===== src/sv/ftdt_pkg.sv =====
// shared types and constants for the frame timing deadline tracker
package ftdt_pkg;

   localparam int HistDepth = 64;
   localparam int IdxW      = $clog2(HistDepth);
   localparam int CntW      = IdxW + 1;
   localparam int TimeW     = 48;
   localparam int IdW       = 32;
   localparam int QuoW      = 20;
   localparam int StepW     = 6;
   localparam int CsrIdxW   = 2;
   localparam int CsrDataW  = 10;

   localparam logic [TimeW-1:0] Period60  = TimeW'(16666);
   localparam logic [TimeW-1:0] Period144 = TimeW'(6944);
   localparam logic [QuoW-1:0]  UsPerSec  = QuoW'(1000000);

   localparam logic [StepW-1:0] DivSteps = StepW'(QuoW);
   localparam logic [StepW-1:0] ModSteps = StepW'(TimeW);

   localparam logic [1:0] KindSubmit  = 2'd0;
   localparam logic [1:0] KindPresent = 2'd1;
   localparam logic [1:0] KindQuery   = 2'd2;

   localparam logic [2:0] ModeImmediate = 3'd0;
   localparam logic [2:0] ModeFixed60   = 3'd1;
   localparam logic [2:0] ModeFixed144  = 3'd2;
   localparam logic [2:0] ModeAdaptive  = 3'd3;
   localparam logic [2:0] ModeVsync     = 3'd4;

   localparam logic [CsrIdxW-1:0] CsrActive = 2'd0;
   localparam logic [CsrIdxW-1:0] CsrMode   = 2'd1;
   localparam logic [CsrIdxW-1:0] CsrRate   = 2'd2;

   typedef struct packed {
      logic [1:0]       kind;
      logic [IdW-1:0]   frame_tag;
      logic [TimeW-1:0] event_time;
      logic [TimeW-1:0] vbi_time;
   } req_type;

   typedef struct packed {
      logic             status;
      logic             latency_valid;
      logic [TimeW-1:0] latency;
      logic [TimeW-1:0] deadline;
   } rsp_type;

   typedef struct packed {
      logic cap;
      logic wr;
      logic srch_start;
      logic srch_step;
      logic div_start;
      logic div_step;
      logic mod_start;
      logic mod_step;
      logic out_load;
   } cmd_type;

   typedef struct packed {
      logic [1:0] kind;
      logic       need_div;
      logic       need_mod;
      logic       srch_done;
   } sts_type;

endpackage


===== src/sv/ftdt_ctrl.sv =====
// controller: sequences one item through search, divide and result transfer
module ftdt_ctrl (
   input  logic                clock,
   input  logic                reset,
   input  logic                req_valid,
   output logic                req_stall,
   output logic                rsp_valid,
   input  logic                rsp_stall,
   input  ftdt_pkg::sts_type   sts,
   output ftdt_pkg::cmd_type   cmd
);
   import ftdt_pkg::*;

   typedef enum logic [2:0] {
      IDLE, DISP, SRCH, DIV, MODL, MOD, FIN
   } state_type;

   state_type        state_ff, state_in;
   logic [StepW-1:0] cnt_ff, cnt_in;
   logic             rv_ff, rv_in;
   logic             out_free;

   assign req_stall = (state_ff != IDLE);
   assign rsp_valid = rv_ff;
   assign out_free  = !rv_ff || !rsp_stall;

   always_comb begin
      state_in = state_ff;
      cnt_in   = cnt_ff;
      cmd      = '0;
      rv_in    = rv_ff && rsp_stall;
      unique case (state_ff)
         IDLE: begin
            if (req_valid) begin
               cmd.cap  = 1'b1;
               state_in = DISP;
            end
         end
         DISP: begin
            cnt_in = '0;
            case (sts.kind)
               KindSubmit: begin
                  cmd.wr   = 1'b1;
                  state_in = FIN;
               end
               KindPresent: begin
                  cmd.srch_start = 1'b1;
                  state_in       = SRCH;
               end
               KindQuery: begin
                  if (sts.need_div) begin
                     cmd.div_start = 1'b1;
                     state_in      = DIV;
                  end else begin
                     state_in = FIN;
                  end
               end
               default: state_in = FIN;
            endcase
         end
         SRCH: begin
            cmd.srch_step = 1'b1;
            if (sts.srch_done) begin
               state_in = FIN;
            end
         end
         DIV: begin
            cmd.div_step = 1'b1;
            cnt_in       = cnt_ff + StepW'(1);
            if (cnt_ff == DivSteps - StepW'(1)) begin
               state_in = sts.need_mod ? MODL : FIN;
            end
         end
         MODL: begin
            cmd.mod_start = 1'b1;
            cnt_in        = '0;
            state_in      = MOD;
         end
         MOD: begin
            cmd.mod_step = 1'b1;
            cnt_in       = cnt_ff + StepW'(1);
            if (cnt_ff == ModSteps - StepW'(1)) begin
               state_in = FIN;
            end
         end
         FIN: begin
            if (out_free) begin
               cmd.out_load = 1'b1;
               rv_in        = 1'b1;
               state_in     = IDLE;
            end
         end
         default: state_in = IDLE;
      endcase
   end

   always_ff @(posedge clock) begin
      if (reset) begin
         state_ff <= IDLE;
         cnt_ff   <= '0;
         rv_ff    <= 1'b0;
      end else begin
         state_ff <= state_in;
         cnt_ff   <= cnt_in;
         rv_ff    <= rv_in;
      end
   end

endmodule


===== config.mk =====
export PLATFORM = sky130hd
export DESIGN_NAME = ftdt_ctrl
export DESIGN_NICKNAME = d
export VERILOG_FILES = /design/src/sv/ftdt_pkg.sv /design/src/sv/ftdt_ctrl.sv
export SDC_FILE = /design/constraint.sdc
export NUM_CORES = 1
export LEC_CHECK = 0
export BUFFER_PORTS_ARGS = -buffer_cell sky130_fd_sc_hd__buf_2
export CAP_MARGIN = 20
export CORE_AREA = 3 3 40 42
export CTS_BUF_LIST = sky130_fd_sc_hd__clkbuf_4 sky130_fd_sc_hd__clkbuf_8
export DETAILED_ROUTE_END_ITERATION = 6
export DIE_AREA = 0 0 43 45
export PLACE_DENSITY = 0.87
export SLEW_MARGIN = 20
export SYNTH_ARGS = -nofsm -noshare
export SYNTH_HDL_FRONTEND = slang
export SYNTH_SLANG_ARGS = --single-unit

===== constraint.sdc =====
create_clock -name clock -period 2.3 [get_ports clock]
set_input_delay 0.23 -clock clock [delete_from_list [all_inputs] [get_ports clock]]
set_output_delay 0.23 -clock clock [all_outputs]
set_load 0.05 [all_outputs]

==> summary.md, run 1 <==
| Metric | Value |
|---|---|
| Seq/Total Area, Yosys | between 30% and 40% |
| Syn Std Cell Area | ~640 um^2 |
| Reg2reg setup slack | about 0.52 ns |
| Die area | just under 0.002 mm^2 |
| Final min period | between 1.5 and 2 ns |
| Warnings from Yosys | 0 |
| Clock edge transition at the registers on the reported setup and hold paths | ~0.07 ns |
| Site Rows | 13 |
| WP data required | between 2 and 2.5 ns |
| GR Overflow Total | 0 |
| Setup TNS | 0 ns |
| Worst setup startpoint | state_ff[0] |
| RR Endpoint | state_ff[0] |
| Slew margin rel. | between 60 and 70% |
| Chip height | ~45 um |
| Worst-Margin Slew | ~0.47 ns |
| Most common cell after layout, fill and taps aside | buf_2 |
| Residual DRC | 0 |
| Pins Over Slew Limit | 0 |
| Nets | around 110 |
| Worst path arrival time | approximately 1.6 ns |
| Synth-to-Final Area Change | 19.1% |
| Status | finished clean |
| Routed len/inst | between 10 and 15 um |
| Synth cell types | 31 |
| Max-Cap Viols | 0 |
| Hold Vio Cnt, Final | 0 |
| Finished Layout Cells | roughly 120 |
| Syn avg cell area | about 7.7 um^2 |
| Worst Setup Path Type | reg -> out |
| Unrepaired setup endpoints after global routing | no |
| Final setup fails | 0 |
| Diodes inserted | 0 |
| Net switching power | around 550 uW |
| Main flop type after synthesis | dfxtp_1 |
| Leakage | 0.348 nW |
| Post-cts resize count | 0 |
| GP Congestion | 0.769 |
| FF+latch count, synth | 10 |
| Routed wire length | ~1400 um |
| Worst hold-check path type | in -> reg |
| Starting DRT DRC Count | 4 |
| Drt via density | between 5 and 6 |
| IO Pins | 20 |
| Startpoint Class | flop |
| Synth async-reset ratio | 0% |
| Period utilisation layout | 80.3% |
| Vias | 652 |
| CTS hold repair buffers | 0 |
| Type of destination of the critical path | output pin |
| CTS tree | built |
| Core Region | around 0.0013 mm^2 |
| Pwr dens | between 1000 and 1500 mW/mm^2 |
| Comb power frac | between 50% and 60% |
| Initial antenna violation count | 0 |
| CTS Buf Count | 3 |
| Share of cells above drive strength 1 | between 20% and 30% |
| Clk_lat worst skew | about 0.26 ns |
| Clk_skew | approximately 0.0066 ns |
| Worst Min Path Start | reset |
| Max Freq | roughly 0.54 GHz |
| CTS root buf | clkbuf_4 |
| Vias in the first global route | roughly 600 |
| Post-synth EDFFs | 0 |
| Worst R2R Start | state_ff[2] |
| Clk pwr share | 15.1% |
| Chip width | 43 um |
| Worst vdd ir | roughly 650 uV |
| Setup Buffers After CTS | 0 |
| Post-route ant nets | 0 |
| Setup crit end | cmd[3] |
| H-tree levels | 1 |
| Starting Density | between 50 and 60% |
| Clock Sinks | 10 |
| Clock Path Buffers | 2 |
| IO buf count | 19 |
| Most frequent cells in the layout | 19 x buf_2, 13 x nor2_1, 10 x dfxtp_1, 7 x nand2_1 |
| First-pass GRT wire length | around 2300 um |
| Internal | 484 uW |
| Cell Count Post-Placement | roughly 110 |
| CP max FO | 13 |
| Seq pwr share | between 20 and 30% |
| Worst r2r path cells | 5 |
| Hpwl dp | about 1100 um |
| DR pass1 iterations | 4 |
| Gate count after technology mapping | 84 |
| Net Sw Frac | between 50 and 60% |
| Syn nets | 94 |
| Gr usage total | 15.8% |
| Largest net degree at the start of global routing | 15 |
synth_stat cells (2+ instances only):
cell | n | area, um^2
nor3_1 | 4 | 20.0
a31oi_1 | 3 | 18.8
nand3_1 | 3 | 15.0
nor2_1 | 13 | 48.8
nor4_1 | 2 | 12.5
o21ai_0 | 4 | 20.0
dfxtp_1 | 10 | 200
nand2b_1 | 2 | 12.5
a21oi_1 | 3 | 15.0
xor2_1 | 4 | 35.0
inv_1 | 4 | 15.0
buf_4 | 3 | 22.5
xnor2_1 | 2 | 17.5
nand2_1 | 7 | 26.3
nor2b_1 | 4 | 25.0
how the worst min path moves through the flow:
stage | endpoint | slack (ns) | cells after the start
floorplan | state_ff[1] | 0.30 | 1
global placement | rsp_valid | 0.48 | 2
detailed placement | state_ff[1] | 0.48 | 2
CTS | rsp_valid | 0.20 | 2
global route | state_ff[1] | 0.21 | 2
finish | rsp_valid | 0.21 | 2
power groups by stage:
stage	Combinational (mW)	Clock, mW	Sequential (mW)
floorplan	0.556	0	0.240
global placement	0.577	0	0.291
detailed placement	0.579	0	0.298
CTS	0.582	0.161	0.294
global route	0.627	0.171	0.310
finish	0.578	0.156	0.296
per-stage QoR:
step	util (%)	hold slack [ns]	instance area [um^2]	setup WS, ns	power, mW
after CTS	59.6	0.201	766	0.447	1.04
after global placement	56.8	0.479	729	0.598	0.868
after detailed placement	56.8	0.481	729	0.553	0.877
after floorplan	-	0.299	643	0.0366	0.796
final	59.6	0.209	766	0.452	1.03
after global routing	59.6	0.211	766	0.303	1.11
worst max-delay path, cell delays in order (launching register included):
cell and delay [ns]:
dfxtp_1 0.57, nand2b_1 0.27, nor2_1 0.22, buf_2 0.30
logic make-up after synthesis:
kind of cell	Yosys count	share of synthesized area [%]
buffers and inverters	8	6.61
AO/OA/AOI/OAI	18	19.7
multiplexers	1	1.56
XOR/XNOR	6	8.17
adder cells (fa/ha/maj)	1	1.95
AND/OR/NAND/NOR	40	30.9
flip-flops	10	31.1
flip-flops by register name, summed over array words and instances, names as in the netlist:
name / flops
rsp_valid: 1
state_ff: 3
cnt_ff: 6
area by class of cell:
cell class | instances | area [um^2]
Tap cell | 15 | 18.8
Timing Repair Buffer | 19 | 95.1
Inverter | 4 | 15.0
Fill cell | 128 | 519
Clock buffer | 4 | 36.3
Sequential cell | 10 | 200
Multi-Input combinational cell | 66 | 400
layer usage:
layer  GRT usage (%)  wire length [um]  vias to the layer above
met4            6.02                17                        0
met1            19.0               634                      297
li1                -                 -                      337
met3            5.98                78                        2
met5               0                 0                        -
met2            25.7               657                       16
(Power assumes the default switching activity.)
==> inputs of run 2 (changes only) <==
--- a/config.mk
+++ b/config.mk
@@ -5,13 +5,14 @@
 export SDC_FILE = /design/constraint.sdc
 export NUM_CORES = 1
 export LEC_CHECK = 0
+export ABC_AREA = 1
 export BUFFER_PORTS_ARGS = -buffer_cell sky130_fd_sc_hd__buf_2
 export CAP_MARGIN = 20
 export CORE_AREA = 3 3 40 42
 export CTS_BUF_LIST = sky130_fd_sc_hd__clkbuf_4 sky130_fd_sc_hd__clkbuf_8
 export DETAILED_ROUTE_END_ITERATION = 6
 export DIE_AREA = 0 0 43 45
-export PLACE_DENSITY = 0.87
+export PLACE_DENSITY = 0.88
 export SLEW_MARGIN = 20
 export SYNTH_ARGS = -nofsm -noshare
 export SYNTH_HDL_FRONTEND = slang
==> constraint.sdc (replaced) <==
create_clock -name clock -period 1.71 [get_ports clock]
set_input_delay 0.171 -clock clock [delete_from_list [all_inputs] [get_ports clock]]
set_output_delay 0.171 -clock clock [all_outputs]
set_load 0.05 [all_outputs]
==> run 2 against run 1 <==
Effect of this change: core utilization is 2.3 points higher; die area stayed put; final cell count increased by 21%; sequential cell count unchanged; register-to-register slack worse by 0.10 ns; global-route usage is 0.98 points higher; combinational power rose by 34%; critical path type unchanged; critical endpoint is now cmd[4]; largest cell class unchanged; largest power group unchanged; highest routed layer unchanged.
==> summary.md, run 2 <==
| Metric | Value |
|---|---|
| Synth cell types | 19 (-39%) |
| Post-route design area | 796 um^2 (+3.9%) |
| Unrepaired setup endpoints after global routing | no |
| Most Frequent Cell on Critical Path | nand2_1 |
| Residual DRC | 0 (unchanged) |
| Worst hold-check path type | in -> reg |
| Max-Cap Viols | 0 (unchanged) |
| GP Congestion | 0.881 (+15%) |
| DR pass1 iterations | 4 (unchanged) |
| Chip height | 45 um (unchanged) |
| Post-synth EDFFs | 0 (unchanged) |
| Crit-path cells | inv_2 -> nand2_1 -> inv_1 -> nand2_1 -> nor2_1 -> buf_2 |
| Area share of the largest cell type after synthesis | 30.5% (-0.59 points) |
| Pwr dens | 1600 mW/mm^2 (+19%) |
| FF/Latch Area | 201 um^2 (+0.62%) |
| Setup ws final | 0.112 ns (-0.340 ns) |
| Synth area leader | dfxtp_1 |
| Share of cells above drive strength 1 | 26.6% (+1.3 points) |
| Initial antenna violation count | 0 (unchanged) |
| Worst path arrival time | 1.43 ns (-0.19 ns) |
| Clk_lat worst skew | 0.26 ns (about the same) |
| Syn nets | 117 (+24%) |
| Hold Crit Depth | 2 (unchanged) |
| Pins Over Slew Limit | 0 (unchanged) |
| Period utilisation layout | 93.4% |
| WP data required | 1.54 ns (-0.53 ns) |
| CTS root buf | clkbuf_4 |
| Slowest stage delay, CP | 0.36 ns (-0.21 ns) |
| Final core utilization | 61.9% (+2.3 points) |
| Final min period | 1.60 ns |
| IO buf count | 19 (unchanged) |
| Worst R2R Start | state_ff[1] |
| Startpoint Class | flop |
| Chip width | 43 um (unchanged) |
| Routed len/inst | 9.94 um (-15%) |
| Synth-to-Final Area Change | 21.4% |
| Placed Area | 772 um^2 (+5.8%) |
| Routed wire length | 1420 um (+2.4%) |
| Synth async-reset ratio | 0% (unchanged) |
| Setup TNS | 0 ns (unchanged) |
| Drt via density | 4.96 (-10%) |
| Setup crit end | cmd[4] |
| Warnings from Yosys | 0 (unchanged) |
| Syn avg cell area | 6.13 um^2 (-20%) |
| Count leader, synth | nand2_1 |
| CTS hold repair buffers | 0 (unchanged) |
| Slew margin rel. | 83.2% (+15 points) |
| IO Pins | 20 (unchanged) |
| Largest net degree at the start of global routing | 10 (-5) |
| Max Freq | roughly 0.63 GHz |
| CTS tree | built |
| Hpwl dp | 1220 um (+14%) |
| Die area | 0.00194 mm^2 (unchanged) |
| CP max-delay cell | dfxtp_1 |
| Setup WS pre-CTS | 0.346 ns (-0.208 ns) |
| Max reg flops | 6 (unchanged) |
| First-pass GRT wire length | 2470 um (+5.3%) |
| Worst r2r path cells | 9 (+4) |
| Vias in the first global route | 656 (+9.7%) |
| Nets | 140 (+23%) |
| Final setup fails | 0 (unchanged) |
| Gr usage total | 16.8% (+0.98 points) |
| Starting Density | 51.0% (+0.97 points) |
| H-tree levels | 1 (unchanged) |
| Multi-input combinational cell area | 394 um^2 (-1.6%) |
| Type of destination of the critical path | output pin |
| Vias | 709 (+8.7%) |
| Main flop type after synthesis | dfxtp_1 |
| Hold Vio Cnt, Final | 0 (unchanged) |
| Gate count after technology mapping | 107 (+27%) |
| Clk_skew | 0.00709 ns (+0.000531 ns) |
| FF+latch count, synth | 10 (unchanged) |
| GR Overflow Total | 0 (unchanged) |
| Clock edge transition at the registers on the reported setup and hold paths | 0.06 ns (about the same) |
| FILL cells | 120 (-6.3%) |
| Core Region | 0.00128 mm^2 (unchanged) |
| Worst Setup Path Type | reg -> out |
| CTS Buf Count | 3 (unchanged) |
| Worst vdd ir | 756 uV (+16%) |
| Top reg by flops | cnt_ff |
| Most frequent cells in the layout | 27 x nand2_1, 20 x nor2_1, 19 x buf_2, 15 x inv_1, 9 x dfxtp_1 |
| Reg2reg setup slack | 0.42 ns (-0.10 ns) |
| Site Rows | 13 (unchanged) |
| Design Power | 1.27 mW (+24%) |
| CP max FO | 7 (-6) |
| Most common cell after layout, fill and taps aside | nand2_1 |
| Status | finished clean |
| Clock Path Buffers | 2 (unchanged) |
| RR Endpoint | state_ff[2] |
| Starting DRT DRC Count | 6 (+2) |
| Seq/Total Area, Yosys | 30.5% (-0.59 points) |
| Worst-Margin Slew | 0.252 ns (-0.219 ns) |
| Post-route ant nets | 0 (unchanged) |
| Clock Sinks | 10 (unchanged) |
| Leakage | 0.431 nW (+24%) |
| Top cells by area, synth | dfxtp_1 31%, nand2_1 15%, nor2_1 12% |
| Top cells by count, synth | 27 x nand2_1, 21 x nor2_1, 15 x inv_1, 10 x dfxtp_1 |
| Syn Std Cell Area | 656 um^2 (+1.9%) |
| Worst setup startpoint | state_ff[2] |
| Diodes inserted | 0 (unchanged) |
## run 2: cell count changes in the layout (fill, tap and decap cells not counted), moves of 3 or more
cell,previous run,this run
nand3_1,3,7
nor2_1,13,20
a31oi_1,3,0
nor3_1,4,1
nor2b_1,4,0
o21ai_0,4,1
inv_1,4,15
a21oi_1,3,7
xor2_1,4,0
nand2_1,7,27
nand3_2,0,3
## run 2: logic make-up (layout without fill, tap and decap cells)
group / count (synthesis) / count (layout) / share of synthesized area [%]
DFF: 10 / 10 / 30.5
xor gates and xnor gates: 1 / 1 / 1.34
adders and majority gates: 1 / 1 / 1.91
and+or+nand+nor: 67 / 67 / 47.1
AOI/OAI and AO/OA: 10 / 10 / 8.59
buffers and inverters: 18 / 39 / 10.5
## run 2: worst min path at each step
stage,start,end,slack [ns]
4_1_cts,reset,rsp_valid,0.11
5_1_grt,reset,rsp_valid,0.12
3_3_place_gp,reset,rsp_valid,0.40
6_report,reset,rsp_valid,0.12
3_5_place_dp,reset,rsp_valid,0.40
2_1_floorplan,reset,cnt_ff[0],0.24
## run 2: per-layer routing
metal	part of all wire (%)	wire length [um]	up-vias	track usage (%)
met5	0	0	-	0
met1	41	584	302	17.7
met2	50	706	24	29.6
li1	-	-	376	-
met3	5.7	81	7	3.98
met4	3.4	48	0	11.4
## run 2: final cells by class
| cell class | count | area share, % |
|---|---|---|
| clock buffers | 3 | 2.83 |
| repair buffers | 19 | 11.9 |
| inverters | 17 | 8.02 |
| flip-flops and latches | 10 | 25.3 |
| multi-input cells | 79 | 49.5 |
| well taps | 15 | 2.36 |
## run 2: power breakdown
part | internal [mW] | switching, mW
clock | 0.0811 | 0.0755
sequential | 0.278 | 0.0636
combinational | 0.213 | 0.563
total | 0.572 | 0.702
## run 2: stage by stage
stage,hold slack (ns),cells
final,0.119,143
after global routing,0.123,143
after global placement,0.399,140
after floorplan,0.240,107
after detailed placement,0.397,140
after CTS,0.113,143
## run 2: worst max-delay path: cells and delay by family, from the launching register on
kind          cells  cell delay (ns)
flops             1             0.36
buf+inv           3             0.49
simple gates      3             0.31
## run 2: what timing repair did
| item | in CTS | in global routing |
|---|---|---|
| buffers inserted | 0 | 0 |
| gates resized for setup | 0 | 1 |
| setup endpoints to repair | 0 | 1 |
==> inputs of run 3 (changes only) <==
--- a/config.mk
+++ b/config.mk
@@ -13,6 +13,7 @@
 export DETAILED_ROUTE_END_ITERATION = 6
 export DIE_AREA = 0 0 43 45
 export PLACE_DENSITY = 0.88
+export RECOVER_POWER = 25
 export SLEW_MARGIN = 20
 export SYNTH_ARGS = -nofsm -noshare
 export SYNTH_HDL_FRONTEND = slang
==> run 3 against run 2 <==
Effect of this change: sequential power hardly changed; sequential share of layout area is 0.24 points higher; clock skew is 0.0010 ns lower; combinational power is 2% lower; first-iteration DRC count stayed put; critical path depth stayed put; count of clock-buffer cells in the layout stayed put; maximum frequency is 1.0% higher; largest cell class unchanged; final cell count stayed put; via count is 0.42% higher; setup slack better by 0.016 ns.
==> summary.md, run 3 (synthesized netlist as in run 2, its figures left out) <==
| Metric | Value |
|---|---|
| Status | finished clean |
| Starting Density | 51.0% (unchanged) |
| Seq pwr share | 27.2% (+0.4 points) |
| Post-route ant nets | 0 (unchanged) |
| Crit-path cells | inv_2 -> nand2_1 -> inv_1 -> nand2_1 -> nor2_1 -> buf_2 |
| Setup crit end | cmd[4] |
| Clock Path Buffers | 2 (unchanged) |
| Final setup fails | 0 (unchanged) |
| Gr usage total | 16.8% (unchanged) |
| Residual DRC | 0 (unchanged) |
| IO buf count | 19 (unchanged) |
| Chip width | 43 um (unchanged) |
| Most common cell after layout, fill and taps aside | nand2_1 |
| Net switching power | 693 uW (-1.3%) |
| Slowest stage delay, CP | 0.36 ns (about the same) |
| Max Freq | 0.632 GHz (+1.0%) |
| Hold Vio Cnt, Final | 0 (unchanged) |
| Startpoint Class | flop |
| Worst vdd ir | 748 uV (-1.0%) |
| Setup Buffers After CTS | 0 (unchanged) |
| Worst hold-check path type | in -> reg |
| CP max-delay cell | dfxtp_1 |
| Share of cells above drive strength 1 | 24.2% (-2.3 points) |
| Drt via density | 4.98 (+0.42%) |
| First-pass GRT wire length | 2470 um (unchanged) |
| WP data required | 1.54 ns (about the same) |
| Final core utilization | 61.3% (-0.58 points) |
| Clk_skew | 0.00609 ns (-0.000999 ns) |
| Pins Over Slew Limit | 0 (unchanged) |
| Clock edge transition at the registers on the reported setup and hold paths | 0.06 ns (about the same) |
| Final min period | 1.58 ns (-0.0158 ns) |
| Clock Sinks | 10 (unchanged) |
| CP max FO | 7 (unchanged) |
| Top reg by flops | cnt_ff |
| GR Overflow Total | 0 (unchanged) |
| Internal | 565 uW (-1.3%) |
| Routed wire length | 1430 um (+0.35%) |
| Initial antenna violation count | 0 (unchanged) |
| Worst setup startpoint | state_ff[2] |
| FILL cells | 124 (+3.3%) |
| Leakage | 0.425 nW (-1.2%) |
| Worst r2r path cells | 6 (-3) |
| Chip height | 45 um (unchanged) |
| Worst Setup Path Type | reg -> out |
| Vias in the first global route | 656 (unchanged) |
| Max-Cap Viols | 0 (unchanged) |
| CTS root buf | clkbuf_4 |
| Post-cts resize count | 0 (unchanged) |
| Worst-Margin Slew | 0.604 ns (+0.352 ns) |
| Type of destination of the critical path | output pin |
| Pwr dens | 1600 mW/mm^2 (-0.33%) |
| IO Pins | 20 (unchanged) |
| Comb power frac | 60.5% (-0.4 points) |
| CTS Buf Count | 3 (unchanged) |
| Die area | 0.00194 mm^2 (unchanged) |
| Core Region | 0.00128 mm^2 (unchanged) |
| Most Frequent Cell on Critical Path | nand2_1 |
| CTS tree | built |
| Largest net degree at the start of global routing | 10 (unchanged) |
| Routed len/inst | 9.98 um (+0.35%) |
| H-tree levels | 1 (unchanged) |
| Reg2reg setup slack | 0.25 ns (-0.17 ns) |
| Net Sw Frac | 55.1% (about the same) |
| Hpwl dp | 1220 um (unchanged) |
| Site Rows | 13 (unchanged) |
| Nets | 140 (unchanged) |
| Clk pwr share | 12.4% (about the same) |
| Starting DRT DRC Count | 6 (unchanged) |
| Worst R2R Start | state_ff[1] |
| RR Endpoint | cnt_ff[5] |
| Synth-to-Final Area Change | 20.2% |
| Slew margin rel. | 59.9% (-23 points) |
| CTS hold repair buffers | 0 (unchanged) |
| Most frequent cells in the layout | 28 x nand2_1, 20 x nor2_1, 18 x buf_2, 15 x inv_1, 9 x dfxtp_1 |
| Max reg flops | 6 (unchanged) |
| GP Congestion | 0.881 (unchanged) |
| Unrepaired setup endpoints after global routing | no |
| Setup TNS | 0 ns (unchanged) |
| Diodes inserted | 0 (unchanged) |
| DR pass1 iterations | 4 (unchanged) |
| Worst path arrival time | 1.41 ns (-0.02 ns) |
| Vias | 712 (+0.42%) |
| Clk_lat worst skew | 0.26 ns (about the same) |
| Period utilisation layout | 92.5% (-0.93 points) |
[run 3: power by group through the flow]
stage	registers [mW]	clock network, mW	logic (mW)
floorplan	0.319	0	0.659
global placement	0.339	0	0.763
detailed placement	0.343	0	0.783
CTS	0.337	0.163	0.785
global route	0.348	0.171	0.836
finish	0.342	0.156	0.761
[run 3: worst min path at each step]
stage | from | to | cells past startpoint
2_1_floorplan | reset | cnt_ff[0] | 1
3_3_place_gp | reset | rsp_valid | 2
3_5_place_dp | reset | rsp_valid | 2
4_1_cts | reset | rsp_valid | 2
5_1_grt | reset | rsp_valid | 2
6_report | reset | rsp_valid | 2
[run 3: metrics by stage]
step	instance area, um^2	total power [mW]	std cells	setup WS, ns	hold WS [ns]
after floorplan	663	0.978	107	0.0198	0.240
after global placement	772	1.10	140	0.418	0.399
after detailed placement	772	1.13	140	0.346	0.397
after CTS	795	1.29	143	0.0496	0.113
after global routing	788	1.35	143	0.0220	0.123
final	788	1.26	143	0.128	0.121
[run 3: area by class of cell]
type	count	area (um^2)	share of cell area, %
Multi-Input combinational cell	79	388	49.2
Inverter	17	63.8	8.10
Sequential cell	10	201	25.6
Clock buffer	3	22.5	2.86
Timing Repair Buffer	19	93.8	11.9
Tap cell	15	18.8	2.38
[run 3: per-layer routing]
| metal | vias up | GRT usage (%) | share of wire (%) | wire length (um) |
|---|---|---|---|---|
| li1 | 377 | - | - | - |
| met1 | 306 | 17.7 | 42 | 593 |
| met2 | 22 | 29.6 | 50 | 707 |
| met3 | 7 | 3.98 | 5.5 | 78 |
| met4 | 0 | 11.4 | 3.4 | 48 |
| met5 | - | 0 | 0 | 0 |
[run 3: critical path: cells and delay by family (launching register included)]
family,cells,cell delay (ns)
flip-flops,1,0.36
AND/OR/NAND/NOR,3,0.30
buffers and inverters,3,0.48
